[src/rtl/olid_pkg.sv]
// Shared types and constants of the ordered list block.
package olid_pkg;

   localparam int CmdW   = 2;
   localparam int PosW   = 5;
   localparam int IdW    = 16;
   localparam int DataW  = 32;
   localparam int CountW = 5;

   // Command codes carried on the request channel.
   typedef enum logic [CmdW-1:0] {
      CMD_INSERT = 2'd0,
      CMD_DELETE = 2'd1,
      CMD_FIND   = 2'd2,
      CMD_PURGE  = 2'd3
   } cmd_type;

   // What every cell of the row does in the current cycle.
   typedef enum logic [2:0] {
      MODE_HOLD   = 3'd0,
      MODE_INSERT = 3'd1,
      MODE_DELETE = 3'd2,
      MODE_MATCH  = 3'd3,
      MODE_PURGE  = 3'd4
   } mode_type;

   // Control broadcast from the sequencer to all cells.
   typedef struct packed {
      mode_type         mode;
      logic [IdW-1:0]   key_id;
      logic             entry_stable;
   } cell_ctl_type;

   // Sequencer states.
   typedef enum logic [2:0] {
      ST_IDLE = 3'b001,
      ST_EXEC = 3'b010,
      ST_RESP = 3'b100
   } state_type;

endpackage

[src/rtl/olid_if.sv]
// Request and response channel interfaces of the ordered list block.
interface olid_req_if import olid_pkg::*; ();
   logic              valid;
   logic              ready;
   logic [CmdW-1:0]   cmd;
   logic [PosW-1:0]   position;
   logic [IdW-1:0]    key_id;
   logic [DataW-1:0]  entry_data;
   logic              entry_stable;

   modport source (output valid, cmd, position, key_id, entry_data, entry_stable,
                   input ready);
   modport sink   (input valid, cmd, position, key_id, entry_data, entry_stable,
                   output ready);
endinterface

interface olid_rsp_if import olid_pkg::*; ();
   logic                     valid;
   logic                     ready;
   logic                     status;
   logic signed [PosW-1:0]   found_pos;
   logic [IdW-1:0]           removed_id;
   logic [DataW-1:0]         removed_data;
   logic                     removed_stable;
   logic [CountW-1:0]        entry_count;

   modport source (output valid, status, found_pos, removed_id, removed_data,
                   removed_stable, entry_count, input ready);
   modport sink   (input valid, status, found_pos, removed_id, removed_data,
                   removed_stable, entry_count, output ready);
endinterface

[src/rtl/olid_cell.sv]
// One slot of the list: holds an entry and shifts it to or from its neighbours.
module olid_cell import olid_pkg::*; #(
   parameter int INDEX  = 0,
   parameter int CMP_W  = 5,
   parameter int DATA_W = 32
) (
   input  logic                clock,
   input  cell_ctl_type        ctl,
   input  logic [DATA_W-1:0]   new_data,
   input  logic [CMP_W-1:0]    pos,
   input  logic [CMP_W-1:0]    count,
   input  logic [IdW-1:0]      prev_id,
   input  logic [DATA_W-1:0]   prev_data,
   input  logic                prev_stable,
   input  logic [IdW-1:0]      next_id,
   input  logic [DATA_W-1:0]   next_data,
   input  logic                next_stable,
   input  logic                carry_in,
   output logic                carry_out,
   output logic                first,
   output logic [IdW-1:0]      id_out,
   output logic [DATA_W-1:0]   data_out,
   output logic                stable_out
);

   localparam logic [CMP_W-1:0] MyIndex = CMP_W'(INDEX);

   logic [IdW-1:0]    id_ff, id_in;
   logic [DATA_W-1:0] data_ff, data_in;
   logic              stable_ff, stable_in;
   logic              occupied, at_pos, above_pos, flag;

   assign occupied  = MyIndex < count;
   assign at_pos    = MyIndex == pos;
   assign above_pos = MyIndex > pos;

   // The flag marks the cell that a delete removes, an id match or an unstable entry;
   // the carry tells the cells further up that a flag has been seen below them.
   always_comb begin
      case (ctl.mode)
         MODE_DELETE: flag = at_pos;
         MODE_MATCH:  flag = occupied && (id_ff == ctl.key_id);
         MODE_PURGE:  flag = occupied && !stable_ff;
         default:     flag = 1'b0;
      endcase
   end

   assign carry_out = carry_in | flag;
   assign first     = flag & ~carry_in;

   always_comb begin
      id_in     = id_ff;
      data_in   = data_ff;
      stable_in = stable_ff;
      case (ctl.mode)
         MODE_INSERT: begin
            if (at_pos) begin
               id_in     = ctl.key_id;
               data_in   = new_data;
               stable_in = ctl.entry_stable;
            end else if (above_pos) begin
               id_in     = prev_id;
               data_in   = prev_data;
               stable_in = prev_stable;
            end
         end
         MODE_DELETE, MODE_PURGE: begin
            if (carry_out) begin
               id_in     = next_id;
               data_in   = next_data;
               stable_in = next_stable;
            end
         end
         default: begin
         end
      endcase
   end

   always_ff @(posedge clock) begin
      id_ff     <= id_in;
      data_ff   <= data_in;
      stable_ff <= stable_in;
   end

   assign id_out     = id_ff;
   assign data_out   = data_ff;
   assign stable_out = stable_ff;

endmodule

[src/rtl/ordered_list_insert_delete_search.sv]
// Top level of the ordered list block: a row of entry cells and its command sequencer.
//
// The block keeps an ordered list of up to LIST_DEPTH entries, each an id, a payload
// and a stable flag, in a row of identical cells; every cell holds one slot and can
// take the entry of its lower or upper neighbour. One transaction is handled at a
// time. After a request transaction is accepted, insert, delete and find pass through
// the cell row in the execute state, and the response transaction is offered in the
// following cycle; a new request is accepted in the same cycle as that response is
// taken. Removing the unstable entries shifts the row down by one entry per cycle
// until no unstable entry is left; the one shift step per cycle of the cell row is
// what sets this rate. An insert at a position past the count or into a full list,
// and a delete at or past the count, are rejected with status 1 and leave the list
// unchanged. found_pos is all ones unless a find matches, and the removed fields are
// zero unless a delete succeeds. The payload is kept at PAYLOAD_BITS bits, at most
// 32; wider upper bits of a request are dropped.
module ordered_list_insert_delete_search import olid_pkg::*; #(
   parameter int LIST_DEPTH   = 16,
   parameter int PAYLOAD_BITS = 32
) (
   input logic         clock,
   input logic         reset,
   olid_req_if.sink    req_bus,
   olid_rsp_if.source  rsp_bus
);

   localparam int StoreW = (PAYLOAD_BITS < DataW) ? PAYLOAD_BITS : DataW;
   localparam int CntW   = $clog2(LIST_DEPTH + 1);
   // Width in which positions and counts are compared inside the row.
   localparam int CmpW   = (CntW > PosW) ? CntW : PosW;

   // Sequencer state and the accepted command.
   state_type         state_ff, state_in;
   logic [CntW-1:0]   count_ff, count_in;
   cmd_type           cmd_ff;
   logic [PosW-1:0]   pos_ff;
   logic [IdW-1:0]    key_ff;
   logic [StoreW-1:0] data_ff;
   logic              stable_ff;

   // Response register.
   logic              status_ff, status_in;
   logic [PosW-1:0]   found_ff, found_in;
   logic [IdW-1:0]    rem_id_ff, rem_id_in;
   logic [StoreW-1:0] rem_data_ff, rem_data_in;
   logic              rem_stable_ff, rem_stable_in;

   logic              req_acc, rsp_acc;
   logic              reject_ins, reject_del;
   logic [CmpW-1:0]   pos_cmp, count_cmp;
   cell_ctl_type      ctl;

   // Cell row connections.
   logic [IdW-1:0]    cell_id     [LIST_DEPTH];
   logic [StoreW-1:0] cell_data   [LIST_DEPTH];
   logic              cell_stable [LIST_DEPTH];
   logic [LIST_DEPTH-1:0] cell_first;
   logic [LIST_DEPTH:0]   carry;

   // Values picked out of the row by the single cell whose first flag is set.
   logic [IdW-1:0]    pick_id;
   logic [StoreW-1:0] pick_data;
   logic              pick_stable;
   logic [PosW-1:0]   pick_index;
   logic              any_flag;

   assign req_acc = req_bus.valid && req_bus.ready;
   assign rsp_acc = rsp_bus.valid && rsp_bus.ready;

   // A new request is taken when the block is idle, or as the pending response leaves.
   // Nothing is taken while reset is held.
   assign req_bus.ready = !reset &&
                          ((state_ff == ST_IDLE) || ((state_ff == ST_RESP) && rsp_bus.ready));

   assign pos_cmp    = CmpW'(pos_ff);
   assign count_cmp  = CmpW'(count_ff);
   assign reject_ins = (count_ff == CntW'(LIST_DEPTH)) || (pos_cmp > count_cmp);
   assign reject_del = pos_cmp >= count_cmp;

   assign carry[0] = 1'b0;
   assign any_flag = carry[LIST_DEPTH];

   for (genvar g = 0; g < LIST_DEPTH; g++) begin : g_cell
      logic [IdW-1:0]    prev_id, next_id;
      logic [StoreW-1:0] prev_data, next_data;
      logic              prev_stable, next_stable;

      // The ends of the row see their own entry in place of a missing neighbour.
      if (g == 0) begin : g_low
         assign prev_id     = cell_id[g];
         assign prev_data   = cell_data[g];
         assign prev_stable = cell_stable[g];
      end else begin : g_low
         assign prev_id     = cell_id[g-1];
         assign prev_data   = cell_data[g-1];
         assign prev_stable = cell_stable[g-1];
      end
      if (g == LIST_DEPTH - 1) begin : g_high
         assign next_id     = cell_id[g];
         assign next_data   = cell_data[g];
         assign next_stable = cell_stable[g];
      end else begin : g_high
         assign next_id     = cell_id[g+1];
         assign next_data   = cell_data[g+1];
         assign next_stable = cell_stable[g+1];
      end

      olid_cell #(
         .INDEX  (g),
         .CMP_W  (CmpW),
         .DATA_W (StoreW)
      ) u_cell (
         .clock       (clock),
         .ctl         (ctl),
         .new_data    (data_ff),
         .pos         (pos_cmp),
         .count       (count_cmp),
         .prev_id     (prev_id),
         .prev_data   (prev_data),
         .prev_stable (prev_stable),
         .next_id     (next_id),
         .next_data   (next_data),
         .next_stable (next_stable),
         .carry_in    (carry[g]),
         .carry_out   (carry[g+1]),
         .first       (cell_first[g]),
         .id_out      (cell_id[g]),
         .data_out    (cell_data[g]),
         .stable_out  (cell_stable[g])
      );
   end

   // At most one cell raises its first flag, so an OR over the row selects its entry.
   always_comb begin
      pick_id     = '0;
      pick_data   = '0;
      pick_stable = 1'b0;
      pick_index  = '0;
      for (int i = 0; i < LIST_DEPTH; i++) begin
         if (cell_first[i]) begin
            pick_id     = pick_id | cell_id[i];
            pick_data   = pick_data | cell_data[i];
            pick_stable = pick_stable | cell_stable[i];
            pick_index  = pick_index | PosW'(i);
         end
      end
   end

   // Row control. The row mode is driven only in the execute state, and only for a
   // command that is not rejected; it depends on registered values alone.
   always_comb begin
      ctl.mode         = MODE_HOLD;
      ctl.key_id       = key_ff;
      ctl.entry_stable = stable_ff;
      if (state_ff == ST_EXEC) begin
         case (cmd_ff)
            CMD_INSERT: begin
               if (!reject_ins) begin
                  ctl.mode = MODE_INSERT;
               end
            end
            CMD_DELETE: begin
               if (!reject_del) begin
                  ctl.mode = MODE_DELETE;
               end
            end
            CMD_FIND: begin
               ctl.mode = MODE_MATCH;
            end
            CMD_PURGE: begin
               ctl.mode = MODE_PURGE;
            end
            default: begin
               ctl.mode = MODE_HOLD;
            end
         endcase
      end
   end

   // Command sequencer. The response register is loaded on the cycle in which a
   // command completes.
   always_comb begin
      state_in         = state_ff;
      count_in         = count_ff;
      status_in        = status_ff;
      found_in         = found_ff;
      rem_id_in        = rem_id_ff;
      rem_data_in      = rem_data_ff;
      rem_stable_in    = rem_stable_ff;
      case (state_ff)
         ST_IDLE: begin
            if (req_acc) begin
               state_in = ST_EXEC;
            end
         end
         ST_EXEC: begin
            status_in     = 1'b0;
            found_in      = '1;
            rem_id_in     = '0;
            rem_data_in   = '0;
            rem_stable_in = 1'b0;
            state_in      = ST_RESP;
            case (cmd_ff)
               CMD_INSERT: begin
                  status_in = reject_ins;
                  if (!reject_ins) begin
                     count_in = count_ff + CntW'(1);
                  end
               end
               CMD_DELETE: begin
                  status_in = reject_del;
                  if (!reject_del) begin
                     count_in      = count_ff - CntW'(1);
                     rem_id_in     = pick_id;
                     rem_data_in   = pick_data;
                     rem_stable_in = pick_stable;
                  end
               end
               CMD_FIND: begin
                  if (any_flag) begin
                     found_in = pick_index;
                  end
               end
               CMD_PURGE: begin
                  // Drop the lowest unstable entry and look again next cycle.
                  if (any_flag) begin
                     count_in = count_ff - CntW'(1);
                     state_in = ST_EXEC;
                  end
               end
               default: begin
               end
            endcase
         end
         ST_RESP: begin
            if (rsp_acc) begin
               state_in = req_acc ? ST_EXEC : ST_IDLE;
            end
         end
         default: begin
            state_in = ST_IDLE;
         end
      endcase
   end

   always_ff @(posedge clock) begin
      if (reset) begin
         state_ff <= ST_IDLE;
         count_ff <= '0;
      end else begin
         state_ff <= state_in;
         count_ff <= count_in;
      end
   end

   // Command and response payload registers.
   always_ff @(posedge clock) begin
      if (req_acc) begin
         cmd_ff    <= cmd_type'(req_bus.cmd);
         pos_ff    <= req_bus.position;
         key_ff    <= req_bus.key_id;
         data_ff   <= req_bus.entry_data[StoreW-1:0];
         stable_ff <= req_bus.entry_stable;
      end
      status_ff     <= status_in;
      found_ff      <= found_in;
      rem_id_ff     <= rem_id_in;
      rem_data_ff   <= rem_data_in;
      rem_stable_ff <= rem_stable_in;
   end

   assign rsp_bus.valid          = state_ff == ST_RESP;
   assign rsp_bus.status         = status_ff;
   assign rsp_bus.found_pos      = $signed(found_ff);
   assign rsp_bus.removed_id     = rem_id_ff;
   assign rsp_bus.removed_data   = DataW'(rem_data_ff);
   assign rsp_bus.removed_stable = rem_stable_ff;
   assign rsp_bus.entry_count    = CountW'(count_ff);

   // The entry count never runs past the depth of the row.
   a_count_bound: assert property (@(posedge clock) disable iff (reset)
      count_ff <= CntW'(LIST_DEPTH))
      else $error("entry count exceeds the list depth");

   // Only an insert can make the list grow.
   a_grow_only_insert: assert property (@(posedge clock) disable iff (reset)
      (state_ff == ST_EXEC) && (cmd_ff != CMD_INSERT) |=> count_ff <= $past(count_ff))
      else $error("list grew on a command other than insert");

   // A rejected command reports no match and no removed entry.
   a_reject_clean: assert property (@(posedge clock) disable iff (reset)
      rsp_bus.valid && rsp_bus.status |->
         (found_ff == '1) && (rem_id_ff == '0) && (rem_data_ff == '0) && !rem_stable_ff)
      else $error("rejected transaction carries result fields");

endmodule
[src/flat_wrapper.sv]
// flat-port wrapper written by rule: the top's interface ports become plain ports
module ordered_list_insert_delete_search_flat import olid_pkg::*;
#(
   parameter int LIST_DEPTH   = 16,
   parameter int PAYLOAD_BITS = 32
)
  (clock, reset, req_bus_valid, req_bus_cmd, req_bus_position, req_bus_key_id, req_bus_entry_data, req_bus_entry_stable, req_bus_ready, rsp_bus_valid, rsp_bus_status, rsp_bus_found_pos, rsp_bus_removed_id, rsp_bus_removed_data, rsp_bus_removed_stable, rsp_bus_entry_count, rsp_bus_ready);
  olid_req_if req_bus_i ();
  olid_rsp_if rsp_bus_i ();
  input logic clock;
  input logic reset;
  input wire logic [$bits(req_bus_i.valid)-1:0] req_bus_valid;
  input wire logic [$bits(req_bus_i.cmd)-1:0] req_bus_cmd;
  input wire logic [$bits(req_bus_i.position)-1:0] req_bus_position;
  input wire logic [$bits(req_bus_i.key_id)-1:0] req_bus_key_id;
  input wire logic [$bits(req_bus_i.entry_data)-1:0] req_bus_entry_data;
  input wire logic [$bits(req_bus_i.entry_stable)-1:0] req_bus_entry_stable;
  output wire logic [$bits(req_bus_i.ready)-1:0] req_bus_ready;
  output wire logic [$bits(rsp_bus_i.valid)-1:0] rsp_bus_valid;
  output wire logic [$bits(rsp_bus_i.status)-1:0] rsp_bus_status;
  output wire logic [$bits(rsp_bus_i.found_pos)-1:0] rsp_bus_found_pos;
  output wire logic [$bits(rsp_bus_i.removed_id)-1:0] rsp_bus_removed_id;
  output wire logic [$bits(rsp_bus_i.removed_data)-1:0] rsp_bus_removed_data;
  output wire logic [$bits(rsp_bus_i.removed_stable)-1:0] rsp_bus_removed_stable;
  output wire logic [$bits(rsp_bus_i.entry_count)-1:0] rsp_bus_entry_count;
  input wire logic [$bits(rsp_bus_i.ready)-1:0] rsp_bus_ready;
  assign req_bus_i.valid = req_bus_valid;
  assign req_bus_i.cmd = req_bus_cmd;
  assign req_bus_i.position = req_bus_position;
  assign req_bus_i.key_id = req_bus_key_id;
  assign req_bus_i.entry_data = req_bus_entry_data;
  assign req_bus_i.entry_stable = req_bus_entry_stable;
  assign req_bus_ready = req_bus_i.ready;
  assign rsp_bus_valid = rsp_bus_i.valid;
  assign rsp_bus_status = rsp_bus_i.status;
  assign rsp_bus_found_pos = rsp_bus_i.found_pos;
  assign rsp_bus_removed_id = rsp_bus_i.removed_id;
  assign rsp_bus_removed_data = rsp_bus_i.removed_data;
  assign rsp_bus_removed_stable = rsp_bus_i.removed_stable;
  assign rsp_bus_entry_count = rsp_bus_i.entry_count;
  assign rsp_bus_i.ready = rsp_bus_ready;
  ordered_list_insert_delete_search #(.LIST_DEPTH(LIST_DEPTH), .PAYLOAD_BITS(PAYLOAD_BITS)) u_core (.clock(clock), .reset(reset), .req_bus(req_bus_i), .rsp_bus(rsp_bus_i));
endmodule
[config.mk]
export PLATFORM = sky130hd
export DESIGN_NAME = ordered_list_insert_delete_search_flat
export DESIGN_NICKNAME = d
export VERILOG_FILES = /design/src/rtl/olid_pkg.sv /design/src/rtl/olid_if.sv /design/src/rtl/olid_cell.sv /design/src/rtl/ordered_list_insert_delete_search.sv /design/src/flat_wrapper.sv
export SDC_FILE = /design/constraint.sdc
export NUM_CORES = 2
export LEC_CHECK = 0
export BUFFER_PORTS_ARGS = -buffer_cell sky130_fd_sc_hd__buf_2
export CORE_MARGIN = 1.5
export CORE_UTILIZATION = 59
export CTS_BUF_LIST = sky130_fd_sc_hd__clkbuf_4
export CTS_CLUSTER_DIAMETER = 100
export DETAILED_ROUTE_END_ITERATION = 7
export GPL_TIMING_DRIVEN = 0
export PLACE_DENSITY = 0.78
export REMOVE_ABC_BUFFERS = 1
export SLEW_MARGIN = 40
export SYNTH_ARGS = -nofsm -noshare
export SYNTH_HDL_FRONTEND = slang
export SYNTH_SLANG_ARGS = --single-unit
export TNS_END_PERCENT = 20
[constraint.sdc]
create_clock -name clock -period 8 [get_ports clock]
set_input_delay 1.6 -clock clock [delete_from_list [all_inputs] [get_ports clock]]
set_output_delay 1.6 -clock clock [all_outputs]
set_load 0.02 [all_outputs]
==> impl.org <==
** Die
- Die Span Y :: approximately 300 um
- The floorplan has between 100 and 150 rows.
- The floorplan step defined a core boundary enclosing 88200 um^2.
- The floorplan step set the die width to 301 um.
- During I/O placement, the number of pins put on the boundary was roughly 120.
- The initial utilization of the core area, before any placement, comes to between 50% and 60%.
- The die covers a little over 90000 um^2.

** Clocking
- Sink count of the clock tree :: roughly 900
- Latest clock arrival within the worst-skew pair :: around 1.3 ns
- Root cell of the clock tree :: clkbuf_4
- Post CTS Setup Buffer Count :: 0
- Clock buffers created by TritonCTS :: approximately 230
- Hold-fix buffer count after cts :: 0
- TritonCTS built the clock tree.
- Post_cts resized :: 0
- Number of buffers between clock root and the deepest sink :: 3
- Clock-pin slew was measured on the worst setup and hold paths at approximately 0.07 ns.
- H-tree depth :: 4

** Place
- The wire-length estimate of the detail-placed layout is 131 mm.
- Number of instances in the placed design :: 6140
- IO Port Bufs :: approximately 120
- Once placement finished, the instance area stood at about 57000 um^2.
- GPL Wtd Cong :: around 0.97

** Final layout
- Footprint of the multi-input gates :: roughly 24000 um^2
- Area of all sequential standard cells :: approximately 27000 um^2
- The net count of the finished layout is about 5300.
- Share of post-route cells with drive strength above 1 :: about 19%
- Fin area :: roughly 60000 um^2
- Most common cell after layout, fill and taps aside :: nand2_1
- Synth-to-Final Area Change :: 14.8%
- After filler insertion, the fill cell instance count of the layout stands at approximately 6300.
- Highest-count cells in the layout ignoring fill and taps :: 946 x nand2_1, 895 x edfxtp_1, 723 x o21ai_0
- Finished Layout Cells :: approximately 6600
- For this run, the share of the core covered by cells in the final layout is 68.3%.

** Synth
- Summing the areas of all compound-gate instances in the mapped netlist gives between 15 and 20% of the synthesized area.
- By area, the combinational part of the netlist is dominated by compound AO/OA/AOI/OAI gates.
- Summed instance area of the synthesized netlist :: 52500 um^2
- Share of synthesized cell area in full adder, half adder and majority cells :: less than 1%
- Average cell area after synthesis :: around 11 um^2
- For this run, the register share of the synthesized area comes to about half.
- For this run, the number of Yosys warnings is 0.
- Of all flip-flops after synthesis, the portion carrying an async set or reset was 0%.
- Among all flip-flop cells after synthesis, the most frequent one is edfxtp_1.
- Seq cells post-synth :: approximately 900
- Post-synthesis instance total :: a little under 5000
- After Yosys synthesis, XOR and XNOR cells account for between 4 and 5% of the synthesized area.
- Of the total synthesized cell area, the portion taken by AND, OR, NAND and NOR gates is 10.6%.
- Number of different library cells in the post-synthesis netlist :: 80
- Of the post-synthesis cell area, the part taken by muxes is between 10% and 20%.
- In this run, synthesis inferred between 800 and 900 flip-flops with an integrated enable.

** Flow run
- Max-cap violations in this run came to 0.

** Timing
- Between clock sinks in the finished design, the worst skew comes to around 0.11 ns.
- The routed design could run at a clock period as short as approximately 6 ns.
- Headroom to the max-slew limit came out at a little under two fifths.
- The max-slew violation total from the final report was 0.
- For this run, the top clock speed supported by timing is ~0.16 GHz.
- The final critical path takes up roughly 77% of the cycle.
- Transition time at the pin with the least slew margin :: 0.942 ns
- Setup repair after global routing left no endpoint under its margin.
- Adding up every negative setup slack in the final design gives 0 ns.
- The total count of hold-check failures in the final report is 0.
- Setup violations remaining at the end of the flow were counted as 0.

** Critical path
- STA classifies the critical path endpoint as a flop.
- Top fanout value on the critical path :: 20
- The critical path in this run is classified as flop to flop.
- Type of origin of the critical path :: flop
- Required time of the critical path :: a little under 9 ns
- STA puts the critical path data arrival time at 7.09 ns.

** Routing
- Dividing the detail-routed via count by the number of cells gives roughly 7.0.
- Detail-routed net length per standard cell :: 28.7 um
- Remaining routing DRC violations :: 119
- Final wirelength :: 188 mm
- Vias after detailed routing :: roughly 46000
- DRC marker count from the first detailed-route iteration :: 8449
- The first TritonRoute pass finished after 8 iterations.
- Once detail routing completed, the nets flagged for antenna violations numbered 0.

** Global route
- Entering global routing, the biggest net connects between 60 and 70 pins.
- The initial antenna violation count is 8.
- Global routing consumed, over all layers together, 40.8% of the routing resources.
- The first global-routing pass estimated around 280 mm of wire.
- Global routing finished with a remaining overflow of 0.
- Vias in the first global route :: about 44000

** Outcome
- The final reports fail on design-rule violations.
- The flow ran to the end, but the final reports show violations.

** Hold path
- The path class of the tightest hold or removal check is input port to flop.

** Power and ir drop
- IR analysis of the VDD net gives a maximum drop of 0.000147 V.
- Static power due to leakage :: 20.9 nW
- Cell Pwr Density :: 165 nW/um^2
[stage by stage]
step           hold slack, ns  power (mW)  setup slack, ns
3_5_place_dp            0.548        5.86             2.28
6_report                0.538        9.92             1.82
4_1_cts                 0.526        9.90             2.27
3_3_place_gp            0.531        5.89           -79.91
2_1_floorplan           0.522        5.69           -32.01
5_1_grt                 0.541        10.2             1.90
[critical path, cell delays in order (launching register included)]
cell       delay [ns]
edfxtp_1         0.63
nand4bb_1        0.73
nor2_1           0.88
nand4_1          0.32
o21ai_1          0.48
nor3_4           0.17
nand4_4          0.39
buf_12           0.26
nor2_1           0.20
nor3_2           0.52
buf_2            0.38
buf_4            0.24
buf_2            0.25
buf_4            0.21
buf_4            0.19
[synthesized netlist by cell type (all sizes together) (9+ instances only)]
master	number	area, um^2
a221o	38	380
xor2	123	1080
mux2i	688	6890
nand3	57	285
a21oi	105	526
a221oi	96	910
mux2	49	552
nor3	34	198
a31oi	50	313
nand4	45	324
edfxtp	895	26900
and3	15	93.8
a22o	25	219
o21ai	737	3700
xnor2	136	1190
a32o	9	90.1
a222oi	14	140
a211oi	30	240
ha	9	113
inv	12	45.0
nor2	98	368
clkbuf	325	1220
a22oi	101	758
nand2	950	3570
a32oi	34	298
nor4	35	231
buf	148	912
[logic make-up after synthesis]
kind of cell,count (synthesis)
and+or+nand+nor,1292
AOI/OAI and AO/OA,1274
DFF,903
muxes,737
buffers and inverters,485
xor gates and xnor gates,259
adders and majority gates,9
[flip-flops by register name, indices dropped and copies added, names as in the netlist]
signal	flops
u_core.rsp_bus.removed_id	16
u_core.data_ff	32
u_core.stable_ff	1
u_core.g_cell.u_cell.data_out	512
u_core.rsp_bus.status	1
u_core.rsp_bus.removed_stable	1
u_core.rsp_bus.removed_data	32
u_core.state_ff	3
u_core.rsp_bus.found_pos	5
u_core.key_ff	16
u_core.cmd_ff	2
u_core.rsp_bus.entry_count	5
u_core.g_cell.u_cell.stable_out	16
u_core.pos_cmp	5
u_core.g_cell.u_cell.id_out	256
[worst paths after layout]
path / depth (start not counted) / endpoint / slack, ns / from
worst max-delay path: 14 / u_core.g_cell[9].u_cell.data_out[3] / 1.82 / u_core.cmd_ff[1]
worst min-delay path: 1 / u_core.data_ff[18] / 0.54 / req_bus_entry_data[18]
worst max register to register: 14 / u_core.g_cell[9].u_cell.data_out[3] / 1.82 / u_core.cmd_ff[1]
worst min register to register: 2 / u_core.g_cell[14].u_cell.data_out[0] / 0.56 / u_core.g_cell[15].u_cell.data_out[0]
[routing by layer]
layer	vias to the layer above	GRT usage (%)	wire, um	share of wire (%)
li1	19100	-	-	-
met2	4290	60.2	81300	43
met4	10	29.7	15700	8.4
met1	21300	50.6	64000	34
met5	-	0.370	139	0.074
met3	1157	12.9	27000	14
[power by group]
part	internal, mW	switching (mW)	total, mW
Clock	2.07	2.08	4.14
Combinational	0.185	0.297	0.481
Sequential	5.21	0.0872	5.30
[final cells by class]
cell class / instances / share of cell area (%)
inverters: 12 / 0.0747
well taps: 1165 / 2.42
clock buffers: 346 / 4.31
clock inverters: 67 / 0.610
repair buffers: 489 / 8.28
diodes: 13 / 0.0540
flip-flops and latches: 903 / 44.9
multi-input cells: 3571 / 39.4
Power figures use the tool's default switching activity.
